<file path="config.mk">
export PLATFORM = sky130hd
export DESIGN_NAME = one_shot_job_timer_bank_unit
export DESIGN_NICKNAME = d
export VERILOG_FILES = /design/src/sv/ojtb_pkg.sv /design/src/sv/one_shot_job_timer_bank_unit.sv /design/src/sv/ojtb_cell.sv
export SDC_FILE = /design/constraint.sdc
export NUM_CORES = 1
export LEC_CHECK = 0
export BUFFER_PORTS_ARGS = -buffer_cell sky130_fd_sc_hd__buf_4
export CELL_PAD_IN_SITES_DETAIL_PLACEMENT = 0
export CELL_PAD_IN_SITES_GLOBAL_PLACEMENT = 1
export CORE_MARGIN = 4
export CORE_UTILIZATION = 52
export DETAILED_ROUTE_END_ITERATION = 6
export GPL_TIMING_DRIVEN = 0
export PLACE_DENSITY = 0.86
export SKIP_CTS_REPAIR_TIMING = 1
export SYNTH_ARGS = -nofsm -noshare
export SYNTH_HDL_FRONTEND = slang
export SYNTH_SLANG_ARGS = --single-unit
</file>
<file path="constraint.sdc">
create_clock -name clk -period 12.4 [get_ports clk]
set_input_delay 3.1 -clock clk [delete_from_list [all_inputs] [get_ports clk]]
set_output_delay 3.1 -clock clk [all_outputs]
set_load 0.01 [all_outputs]
</file>
<file path="src/sv/ojtb_pkg.sv">
// Package for the one-shot job timer bank: word types, codes and the
// control and event structs passed between the controller and the cells.
// No dependencies.
package ojtb_pkg;

  // Action codes carried in a command word.
  localparam logic ACT_CREATE = 1'b0;
  localparam logic ACT_TICK   = 1'b1;

  // Result kinds.
  localparam logic [1:0] KIND_CREATE = 2'd0;
  localparam logic [1:0] KIND_EXPIRY = 2'd1;
  localparam logic [1:0] KIND_DONE   = 2'd2;

  // Command word.
  typedef struct packed {
    logic        action;
    logic [31:0] delay_ticks;
    logic [7:0]  job_tag;
    logic        notify;
  } cmd_word_t;

  // Result word.
  typedef struct packed {
    logic [1:0] kind;
    logic       accepted;
    logic [4:0] slot;
    logic [7:0] tag_out;
    logic       last;
  } rsp_word_t;

  // Controls broadcast from the controller to every cell.
  typedef struct packed {
    logic create;
    logic tick;
    logic shift;
  } cell_ctrl_t;

  // Pending expiry event that travels down the chain toward cell zero.
  typedef struct packed {
    logic       valid;
    logic [7:0] tag;
  } ev_t;

  // Controller states.
  typedef enum logic {
    ST_IDLE,
    ST_SCAN
  } st_t;

endpackage

</file>
<file path="src/sv/one_shot_job_timer_bank_unit.sv">
// Top level of the one-shot job timer bank: controller, result register and
// a chain of SLOTS cells. Depends on ojtb_pkg and ojtb_cell.
//
//   channel | handshake            | word
//   cmd     | cmd_valid, cmd_ready | ojtb_pkg::cmd_word_t
//   rsp     | rsp_valid, rsp_ready | ojtb_pkg::rsp_word_t
//
// A create word is answered from the result register in the next cycle; the
// free-slot claim ripples through the cells. A tick decrements every busy count
// when accepted and loads the event stages; then they shift toward cell zero,
// one slot per scan step until all are read; a last step writes the done word.
// Every scan step waits while the result register is full and not taken.
// Reset clears all counts, notify flags and pending events; no clearing pass.
module one_shot_job_timer_bank_unit #(
  parameter int SLOTS = 8
) (
  input  logic                clk,
  input  logic                rst,
  input  logic                cmd_valid,
  output logic                cmd_ready,
  input  ojtb_pkg::cmd_word_t cmd,
  output logic                rsp_valid,
  input  logic                rsp_ready,
  output ojtb_pkg::rsp_word_t rsp
);
  import ojtb_pkg::*;

  localparam int CW = $clog2(SLOTS + 1);

  st_t         state, state_next;
  logic [CW-1:0] scan_cnt, scan_cnt_next;
  logic        out_valid, out_valid_next;
  rsp_word_t   out_word, out_word_next;
  logic        out_free;
  logic        cmd_take;
  cell_ctrl_t  ctrl;
  logic [SLOTS:0] claim;
  logic [SLOTS-1:0] take_vec;
  ev_t         ev_chain [SLOTS+1];
  logic [4:0]  take_slot;

  assign out_free  = !out_valid || rsp_ready;
  assign cmd_ready = (state == ST_IDLE) && (out_free || (cmd.action == ACT_TICK));
  assign cmd_take  = cmd_valid && cmd_ready;
  assign rsp_valid = out_valid;
  assign rsp       = out_word;

  // Cell chain: claim ripples up, events shift down toward cell zero.
  assign claim[0]        = 1'b1;
  assign ev_chain[SLOTS] = '0;

  for (genvar i = 0; i < SLOTS; i++) begin : g_cell
    ojtb_cell u_cell (
      .clk         (clk),
      .rst         (rst),
      .ctrl        (ctrl),
      .delay_ticks (cmd.delay_ticks),
      .job_tag     (cmd.job_tag),
      .notify      (cmd.notify),
      .claim_in    (claim[i]),
      .claim_out   (claim[i+1]),
      .take        (take_vec[i]),
      .ev_in       (ev_chain[i+1]),
      .ev_out      (ev_chain[i])
    );
  end

  // Encode the one-hot take vector into a slot number.
  always_comb begin
    take_slot = 5'd0;
    for (int i = 0; i < SLOTS; i++) begin
      if (take_vec[i]) begin
        take_slot = take_slot | 5'(i);
      end
    end
  end

  // Controller state and result register.
  always_ff @(posedge clk) begin
    if (rst) begin
      state     <= ST_IDLE;
      scan_cnt  <= '0;
      out_valid <= 1'b0;
    end else begin
      state     <= state_next;
      scan_cnt  <= scan_cnt_next;
      out_valid <= out_valid_next;
    end
  end

  always_ff @(posedge clk) begin
    out_word <= out_word_next;
  end

  // Next state, cell controls and the next result word.
  always_comb begin
    state_next     = state;
    scan_cnt_next  = scan_cnt;
    out_valid_next = out_valid && !rsp_ready;
    out_word_next  = out_word;
    ctrl           = '0;
    case (state)
      ST_IDLE: begin
        if (cmd_take) begin
          if (cmd.action == ACT_CREATE) begin
            ctrl.create            = 1'b1;
            out_valid_next         = 1'b1;
            out_word_next          = '0;
            out_word_next.kind     = KIND_CREATE;
            out_word_next.accepted = !claim[SLOTS];
            out_word_next.slot     = take_slot;
            out_word_next.last     = 1'b1;
          end else begin
            ctrl.tick     = 1'b1;
            scan_cnt_next = '0;
            state_next    = ST_SCAN;
          end
        end
      end
      ST_SCAN: begin
        if (out_free) begin
          if (scan_cnt == CW'(SLOTS)) begin
            out_valid_next     = 1'b1;
            out_word_next      = '0;
            out_word_next.kind = KIND_DONE;
            out_word_next.last = 1'b1;
            state_next         = ST_IDLE;
          end else begin
            ctrl.shift    = 1'b1;
            scan_cnt_next = scan_cnt + CW'(1);
            if (ev_chain[0].valid) begin
              out_valid_next        = 1'b1;
              out_word_next         = '0;
              out_word_next.kind    = KIND_EXPIRY;
              out_word_next.slot    = 5'(scan_cnt);
              out_word_next.tag_out = ev_chain[0].tag;
            end
          end
        end
      end
      default: begin
        state_next = ST_IDLE;
      end
    endcase
  end

endmodule

</file>
<file path="src/sv/ojtb_cell.sv">
// One slot of the timer bank: count, tag, notify flag and an event stage.
// Depends on ojtb_pkg.
module ojtb_cell (
  input  logic              clk,
  input  logic              rst,
  input  ojtb_pkg::cell_ctrl_t ctrl,
  input  logic [31:0]       delay_ticks,
  input  logic [7:0]        job_tag,
  input  logic              notify,
  input  logic              claim_in,
  output logic              claim_out,
  output logic              take,
  input  ojtb_pkg::ev_t     ev_in,
  output ojtb_pkg::ev_t     ev_out
);
  import ojtb_pkg::*;

  logic [31:0] remaining;
  logic [7:0]  slot_tag;
  logic        slot_notify;
  logic        ev_valid;
  logic [7:0]  ev_tag;
  logic        busy;

  // A free slot takes the claim; a busy one passes it to its neighbor.
  assign busy      = (remaining != 32'd0);
  assign take      = ctrl.create && claim_in && !busy;
  assign claim_out = claim_in && busy;
  assign ev_out    = '{valid: ev_valid, tag: ev_tag};

  // Count and notify flag.
  always_ff @(posedge clk) begin
    if (rst) begin
      remaining   <= 32'd0;
      slot_notify <= 1'b0;
    end else if (take) begin
      remaining   <= delay_ticks;
      slot_notify <= notify;
    end else if (ctrl.tick && busy) begin
      remaining <= remaining - 32'd1;
    end
  end

  // The tag is written only by a create; a tick copies it into the event stage.
  always_ff @(posedge clk) begin
    if (take) begin
      slot_tag <= job_tag;
    end
  end

  // Event stage: loaded on a tick, then shifted one cell per scan step.
  always_ff @(posedge clk) begin
    if (rst) begin
      ev_valid <= 1'b0;
    end else if (ctrl.tick) begin
      ev_valid <= (remaining == 32'd1) && slot_notify;
    end else if (ctrl.shift) begin
      ev_valid <= ev_in.valid;
    end
  end

  always_ff @(posedge clk) begin
    if (ctrl.tick) begin
      ev_tag <= slot_tag;
    end else if (ctrl.shift) begin
      ev_tag <= ev_in.tag;
    end
  end

endmodule

</file>
After elaboration in Yosys (flattened, before gate mapping) --
Index checks and enable logic that the tools add are counted.
Storage, ports and cells: bits in registers 423, bits of input ports 46, output and inout port bits 19, word-level logic and storage cells 228
Operators by class: add/subtract/negate cells 9, eq/ne operators 15, mux-type cells 82, bitwise logic cells 1, reduce and logical (&&, ||, !) cells 73
Operators by type and width (number):
- 32-bit 2-to-1 mux | 16
- 32-bit by 1-bit == test with 1-bit output, second input constant | 8
- 32-bit nonzero test | 8
- 32-bit by 1-bit subtractor with 32-bit output, second input constant | 8
- 8-bit 2-to-1 mux | 16
- 17-bit 2-to-1 mux | 5
- 1-bit logical AND | 41
- 17-bit one-hot mux with 2 select lines | 1
- 1-bit 2-to-1 mux | 29
- 2-bit nonzero test | 9
- 4-bit 2-to-1 mux | 4
- 3-bit 2-to-1 mux | 4
- 1-bit zero test | 11
- 2-bit 2-to-1 mux | 4
- 2-bit != test, second input constant | 4
- 4-bit one-hot mux with 2 select lines | 1
- 4-bit AND reduction | 2
- 4-bit by 1-bit adder with 4-bit output, second input constant | 1
- 4-bit == test, second input constant | 1
- 1-bit one-hot mux with 2 select lines | 2
- 3-bit by 1-bit != test with 1-bit output, second input constant | 1
- 1-bit logical OR | 2
- 2-bit by 1-bit != test with 1-bit output, second input constant | 1
- 1-bit NOT | 1

Depth between registers and ports, before layout --
Gate-level depths: netlist of the first run.
depth in word-level cells 19, depth in mapped cells 12, depth with buffers taken out 10

By module --
From an unflattened synthesis of the first run, not the netlist that was laid out.
Second synthesis, totals: cells, all modules 2583, area total of the unflattened synthesis 23241.0 um2
Modules (own cells, without submodules):
- ojtb_cell (g_cell[0].u_cell ...) | times used 4, cells an instance 323, area each 2807.7 um2, seq. area each 1161.1 um2
- ojtb_cell (g_cell[5].u_cell ...) | times used 3, cells an instance 303, area each 2782.7 um2, seq. area each 1161.1 um2
- ojtb_cell (g_cell[4].u_cell) | times used 1, cells an instance 287, area each 2602.5 um2, seq. area each 1161.1 um2
- one_shot_job_timer_bank_unit | times used 1, cells an instance 95, area each 1059.8 um2, seq. area each 600.6 um2

Least setup slack after synthesis of the first run --
No wires, ideal clock.
kind input port to output port, start input port rsp_ready, end output port cmd_ready, data arrival time 3.465 ns, required time 9.300 ns, setup slack 5.835 ns, stages on the path 2, buffers on the path 0, path through nor2b_1 -> a21oi_1
On the way: cells in the longest elaborated chain, start to end 3
Ends and longest elaborated chain:
- start: declaration | line one_shot_job_timer_bank_unit.sv:23 | input logic rsp_ready,
- 1-bit logical OR | line one_shot_job_timer_bank_unit.sv:42 | assign out_free = !out_valid || rsp_ready;
- 1-bit logical OR | line one_shot_job_timer_bank_unit.sv:43 | assign cmd_ready = (state == ST_IDLE) && (out_free || (cmd.action == ACT_TICK));
- 1-bit logical AND | line one_shot_job_timer_bank_unit.sv:43
- end: declaration | line one_shot_job_timer_bank_unit.sv:20 | output logic cmd_ready,
Every way passes these cells.

Worst setup path after layout of the first run --
Same ends and word-level chain as after synthesis.

==> qor.csv, run 1 <==
metric,value,unit
cts_tree,built,
fmax,139.5,MHz
clk_path_buf_depth,3,
drc_errors,0,
max_cap_violations,0,
p_total,7575,uW
dpl.hpwl,46.78,mm
seq_area_frac_synth,49.09,%
end_kind,output port,
finalSetupTns,0,ns
grt_usage,32.68,%
critPathMaxStageDelay,0.41,ns
hold_viol,0,
async_reset_ff_share,0,%
ys_ff_latch,422,
power_density,334.4,nW/um^2
tightest_slew,1.480,ns
worstPathMaxFanout,5,
drt_iter0_drc,2070,
hp-class,reg -> reg,
grt_pass1_vias,17110,
place_congestion,0.9329,
critical_path_required,9.30,ns
coreArea,37930,sq um
r2r_slack,7.82,ns
layout_min_cycle_time,7.171,ns
clock_sinks,422,
hold_depth,2,
wl_per_cell,23.80,um
root_buffer,clkbuf_16,
clock_skew,0.01517,ns
ant_nets,0,
clk_pin_slew,0.06,ns
syn_area,20150,sq um
clock_latency,0.59,ns
startpoint_type,primary input,
cts_buffers,46,
wl,69.50,mm
io_pins,65,
outcome,completed,
syn_inst,2287,
cpMostUsedCell,buf_4,
regToRegStartpoint,state,
period_share,57.83,%
hp-start,g_cell[7].u_cell.slot_notify,
fillers,3354,
synth_edf_count,144,
grt_overflow_total,0,
syn_area_per_cell,8.809,sq um
die_w,204.8,um
synth_cell_type_count,78,
fin_area,22660,sq um
dpl.cell_count,2835,
final_cells,2920,
ir_worst_vdd,221.9,uV
rsz0062_at_grt,false,
synth-main-ff-cell,dfxtp_1,
hold_end,g_cell[7].u_cell.slot_notify,
path_cells,buf_4 > nor2b_1 > a21oi_1 > buf_4,
drive_gt1_share,8.181,%
p_leak,0.008192,uW
drt_pre_antenna_iters,6,
viasPerCell,6.222,
grt_first_pass_wirelength,104.1,mm
yosys_warnings,0,
whs,0.4598,ns
rows,71,
final_nets,2436,
die_h,204.8,um
setup_viol,0,
arrival,4.07,ns
antenna_found_initial,3,
area_growth,12.46,%
crit_type,in -> out,
ff2ff_path_depth,10,
slowest_stage,nor2b_1,
drv_slew,0,
grt_max_degree,68,
placed_area,21140,sq um
rr_endpoint,g_cell[2].u_cell.ev_tag[1],
synth_nets,2351,
max_slew_margin,1.306,%
io_buffers,31,
start_util,53.11,%
die-area,41960,sq um
num_vias,18170,
h-tree-depth,2,
[cell type report]
cell class / instances / area (sq um) / share of cell area, %
well taps: 511 / 639.4 / 2.822
multi-input cells: 1698 / 9579 / 42.28
clock inverters: 29 / 301.5 / 1.331
clock buffers: 55 / 1215 / 5.362
repair buffers: 37 / 320.3 / 1.414
diodes: 1 / 2.502 / 0.01104
inverters: 34 / 127.6 / 0.5633
plain buffers: 133 / 581.8 / 2.568
flip-flops and latches: 422 / 9889 / 43.65
[Yosys cell counts (11+ instances only)]
master    count  area share (%)
nand2_1     442             8.2
dfxtp_1     278              28
a21oi_1     246             6.1
nor2_1      181             3.4
edfxtp_1    144              21
xnor2_1     104             4.5
nor4_1       92             2.9
nor3_1       90             2.2
clkbuf_1     80             1.5
xor2_1       69             3.0
nand3_1      54             1.3
or4_1        42             1.6
nand4_1      38             1.2
or3_1        34             1.1
inv_1        33            0.61
o21ai_0      33            0.82
buf_2        32            0.79
a31oi_1      22            0.68
a211oi_1     19            0.71
and3_1       18            0.56
ha_1         18             1.1
or2_2        16            0.50
and2_1       14            0.43
nand3b_1     14            0.52
buf_1        12            0.22
a221oi_1     11            0.48
mux2i_1      11            0.55
nand2b_1     11            0.34
[logic make-up (layout without fill, tap and decap cells)]
group           Yosys count  after routing  share of synthesized area (%)
simple gates           1102           1102                          26.84
compound gates          391            391                          11.25
fa+ha+maj                18             18                          1.118
flops                   422            422                          49.09
other cells               1              2                        0.01861
xor+xnor                173            173                          7.521
mux                      13             13                         0.6584
buf+inv                 167            288                          3.503
[worst max path at each step]
stage	slack (ns)	cells after the start	from	end
CTS	5.25	4	rsp_ready	cmd_ready
floorplan	5.83	2	rsp_ready	cmd_ready
global route	5.19	4	rsp_ready	cmd_ready
detailed placement	5.26	4	rsp_ready	cmd_ready
finish	5.23	4	rsp_ready	cmd_ready
global placement	3.78	8	cmd_valid	g_cell[4].u_cell.ev_valid
[registers in the layout (all words and copies together) (netlist names)]
signal and flops:
g_cell.u_cell.ev_tag 64, g_cell.u_cell.ev_valid 8, g_cell.u_cell.remaining 256, g_cell.u_cell.slot_notify 8, g_cell.u_cell.slot_tag 64, rsp 16, rsp_valid 1, scan_cnt 4
state 1
[per-layer routing]
metal	GRT usage [%]	vias to the layer above	routed length (um)
li1	-	8328	-
met1	44.41	8771	28880
met2	49.35	851	30030
met3	6.807	216	6428
met4	17.18	2	4148
met5	0	-	13
[power breakdown]
| part | internal (uW) | switching (uW) |
|---|---|---|
| clock network | 807 | 589 |
| registers | 1880 | 369 |
| logic | 1380 | 2560 |
[worst max-delay path, delay by kind of cell]
kind | cells | cell delay (ns)
compound gates | 1 | 0.23
simple gates | 1 | 0.41
buf+inv | 2 | 0.32
[cell usage in the layout (no fill, tap or decap), types with 42 or more instances in the layout]
cell and n:
nor4_1 92, dfxtp_1 278, a21oi_1 246, xnor2_1 104, edfxtp_1 144, clkbuf_16 46
nand2_1 442, nor3_1 88, or4_1 42, clkbuf_1 85, nand3_1 54, xor2_1 69
nor2_1 181
[stage by stage]
stage          util [%]  setup WS [ns]
6_report          59.73          5.229
5_1_grt           59.72          5.192
4_1_cts           59.72          5.255
3_5_place_dp      55.72          5.264
3_3_place_gp      55.41          3.779
2_1_floorplan         -          5.835
(Power assumes the default switching activity.)
==> inputs of run 2 (changes only) <==
--- a/config.mk
+++ b/config.mk
@@ -9,10 +9,10 @@
 export CELL_PAD_IN_SITES_DETAIL_PLACEMENT = 0
 export CELL_PAD_IN_SITES_GLOBAL_PLACEMENT = 1
 export CORE_MARGIN = 4
-export CORE_UTILIZATION = 52
+export CORE_UTILIZATION = 48
 export DETAILED_ROUTE_END_ITERATION = 6
 export GPL_TIMING_DRIVEN = 0
-export PLACE_DENSITY = 0.86
+export PLACE_DENSITY = 0.81
 export SKIP_CTS_REPAIR_TIMING = 1
 export SYNTH_ARGS = -nofsm -noshare
 export SYNTH_HDL_FRONTEND = slang
==> constraint.sdc (replaced) <==
create_clock -name clk -period 6.8 [get_ports clk]
set_input_delay 1.7 -clock clk [delete_from_list [all_inputs] [get_ports clk]]
set_output_delay 1.7 -clock clk [all_outputs]
set_load 0.01 [all_outputs]
==> run 2 against run 1 <==
Final cell count increased by 0.68%. Via count decreased by 0.20%. Critical path type is now in -> reg. Power increased by 83%. Critical endpoint is now rsp[9]. Highest routed layer is now met4. Combinational power increased by 83%. Sequential share of layout area decreased by 0.060 points. Count of clock-buffer cells in the layout increased by 4. Worst setup slack got worse by 3.7 ns. Register-to-register slack got worse by 5.6 ns.
==> qor.csv, run 2 (synthesized netlist as in run 1, its figures left out) <==
metric,value,unit,change
outcome,completed,,
p_leak,0.008200,uW,+0.11%
clkPwrFrac,18.5,%,about the same
tightest_slew,1.475,ns,-0.005146 ns
drt_iter0_drc,1833,,-11%
switching_share,46.37,%,about the same
critical_path_required,7.21,ns,-2.09 ns
clock_skew,0.02478,ns,+0.009613 ns
intPower,7417,uW,+83%
dpl.hpwl,46.53,mm,-0.54%
grt_usage,30.10,%,-2.6 points
end_kind,flop,,
p_sw,6414,uW,+83%
root_buffer,clkbuf_16,,
clk_pin_slew,0.06,ns,about the same
fmax,189.1,MHz,
largest_reg_flops,256,,unchanged
drive_gt1_share,8.264,%,+0.083 points
crit_type,in -> reg,,
grt_pass1_vias,16700,,-2.4%
wl_per_cell,23.69,um,-0.44%
max_cap_violations,0,,unchanged
period_share,77.76,%,
wl,69.66,mm,+0.24%
final_cell_mix,"442 x nand2_1, 278 x dfxtp_1, 246 x a21oi_1",,
top_regs,"g_cell.u_cell.remaining (256), g_cell.u_cell.ev_tag (64), g_cell.u_cell.slot_tag (64)",,
place_congestion,0.9518,,+2.0%
antenna_found_initial,1,,-2
fin_area,22690,sq um,+0.14%
pwr-share-seq,29.6,%,about the same
grt_max_degree,65,,-4.4%
startpoint_type,primary input,,
antennaDiodeCount,0,,-1
drt_pre_antenna_iters,6,,unchanged
final_nets,2436,,unchanged
post-route-util,55.07,%,-4.7 points
clock_latency,0.60,ns,about the same
grt_overflow_total,0,,unchanged
max_slew_margin,1.649,%,+0.34 points
ir_worst_vdd,378.1,uV,+70%
final_common_cell,nand2_1,,
placed_area,21160,sq um,about the same
setup_viol,0,,unchanged
ant_nets,0,,unchanged
layout_min_cycle_time,5.287,ns,
viasPerCell,6.167,,-0.88%
worstPathMaxFanout,17,,+12
num_vias,18130,,-0.20%
regMostFlops,g_cell.u_cell.remaining,,
start_util,48.89,%,-4.2 points
grt_first_pass_wirelength,103.4,mm,-0.62%
rows,74,,+4.2%
drv_slew,0,,unchanged
hp-class,reg -> reg,,
cts_buffers,46,,unchanged
io_buffers,31,,unchanged
finalSetupTns,0,ns,unchanged
clk_path_buf_depth,3,,unchanged
hold_viol,0,,unchanged
die_h,212.9,um,+3.9%
die-area,45310,sq um,+8.0%
area_growth,12.62,%,
io_pins,65,,unchanged
rsz0062_at_grt,false,,
p_comb_share,51.9,%,about the same
coreArea,41200,sq um,+8.6%
cts_tree,built,,
drc_errors,0,,unchanged
arrival,5.70,ns,+1.63 ns
p_total,13830,uW,+83%
clock_sinks,422,,unchanged
die_w,212.9,um,+3.9%
h-tree-depth,2,,unchanged
power_density,609.6,nW/um^2,+82%
run 2: cell types whose count changed in the layout (fill, tap and decap cells not counted), sizes merged:
cell,delta
inv,-1
bufinv,-1
diode,-1
clkbuf,+4
clkinv,-2
run 2: final timing paths:
path	from	slack [ns]	end	cells past startpoint
worst max-delay path	cmd[41]	1.51	rsp[9]	9
worst min-delay path	g_cell[7].u_cell.slot_notify	0.46	g_cell[7].u_cell.slot_notify	2
worst max register to register	state	2.23	g_cell[2].u_cell.ev_tag[4]	10
worst min register to register	g_cell[7].u_cell.slot_notify	0.46	g_cell[7].u_cell.slot_notify	2
run 2: power groups by stage:
stage / sequential [uW] / clock, uW / combinational, uW
floorplan: 3960 / 0 / 5140
global placement: 4080 / 0 / 6800
detailed placement: 4110 / 0 / 6930
CTS: 4060 / 2590 / 6980
global route: 4180 / 2690 / 7790
finish: 4090 / 2560 / 7180
run 2: per-layer routing:
layer	wire [um]	track usage (%)
met5	0	0
met4	3127	12.06
met3	5389	3.732
met2	31940	48.86
met1	29200	41.22
run 2: critical path, cell delays in order:
cell      delay (ns)
buf_4           0.13
inv_1           0.08
nand2_1         0.10
nor3_1          0.87
nand4_1         0.51
buf_4           0.38
nor2_1          0.49
clkbuf_1        1.13
nand4b_1        0.28
run 2: metrics by stage:
step                setup WS [ns]  hold WS [ns]  std cells
global placement          -0.3410        0.4430       2850
CTS                         1.714        0.4568       2940
floorplan                   1.762        0.4276       2287
detailed placement          1.105        0.4483       2856
global route                1.536        0.4849       2940
finish                      1.513        0.4584       2940
run 2: final cells by class:
cell class / count / area [sq um]
multi-input combinational: 1698 / 9579
timing repair buffer: 37 / 312.8
tap: 532 / 665.6
clock buffer: 59 / 1280
sequential: 422 / 9889
fill: 3783 / 18510
inverter: 34 / 127.6
clock inverter: 25 / 251.5
buffer: 133 / 581.8
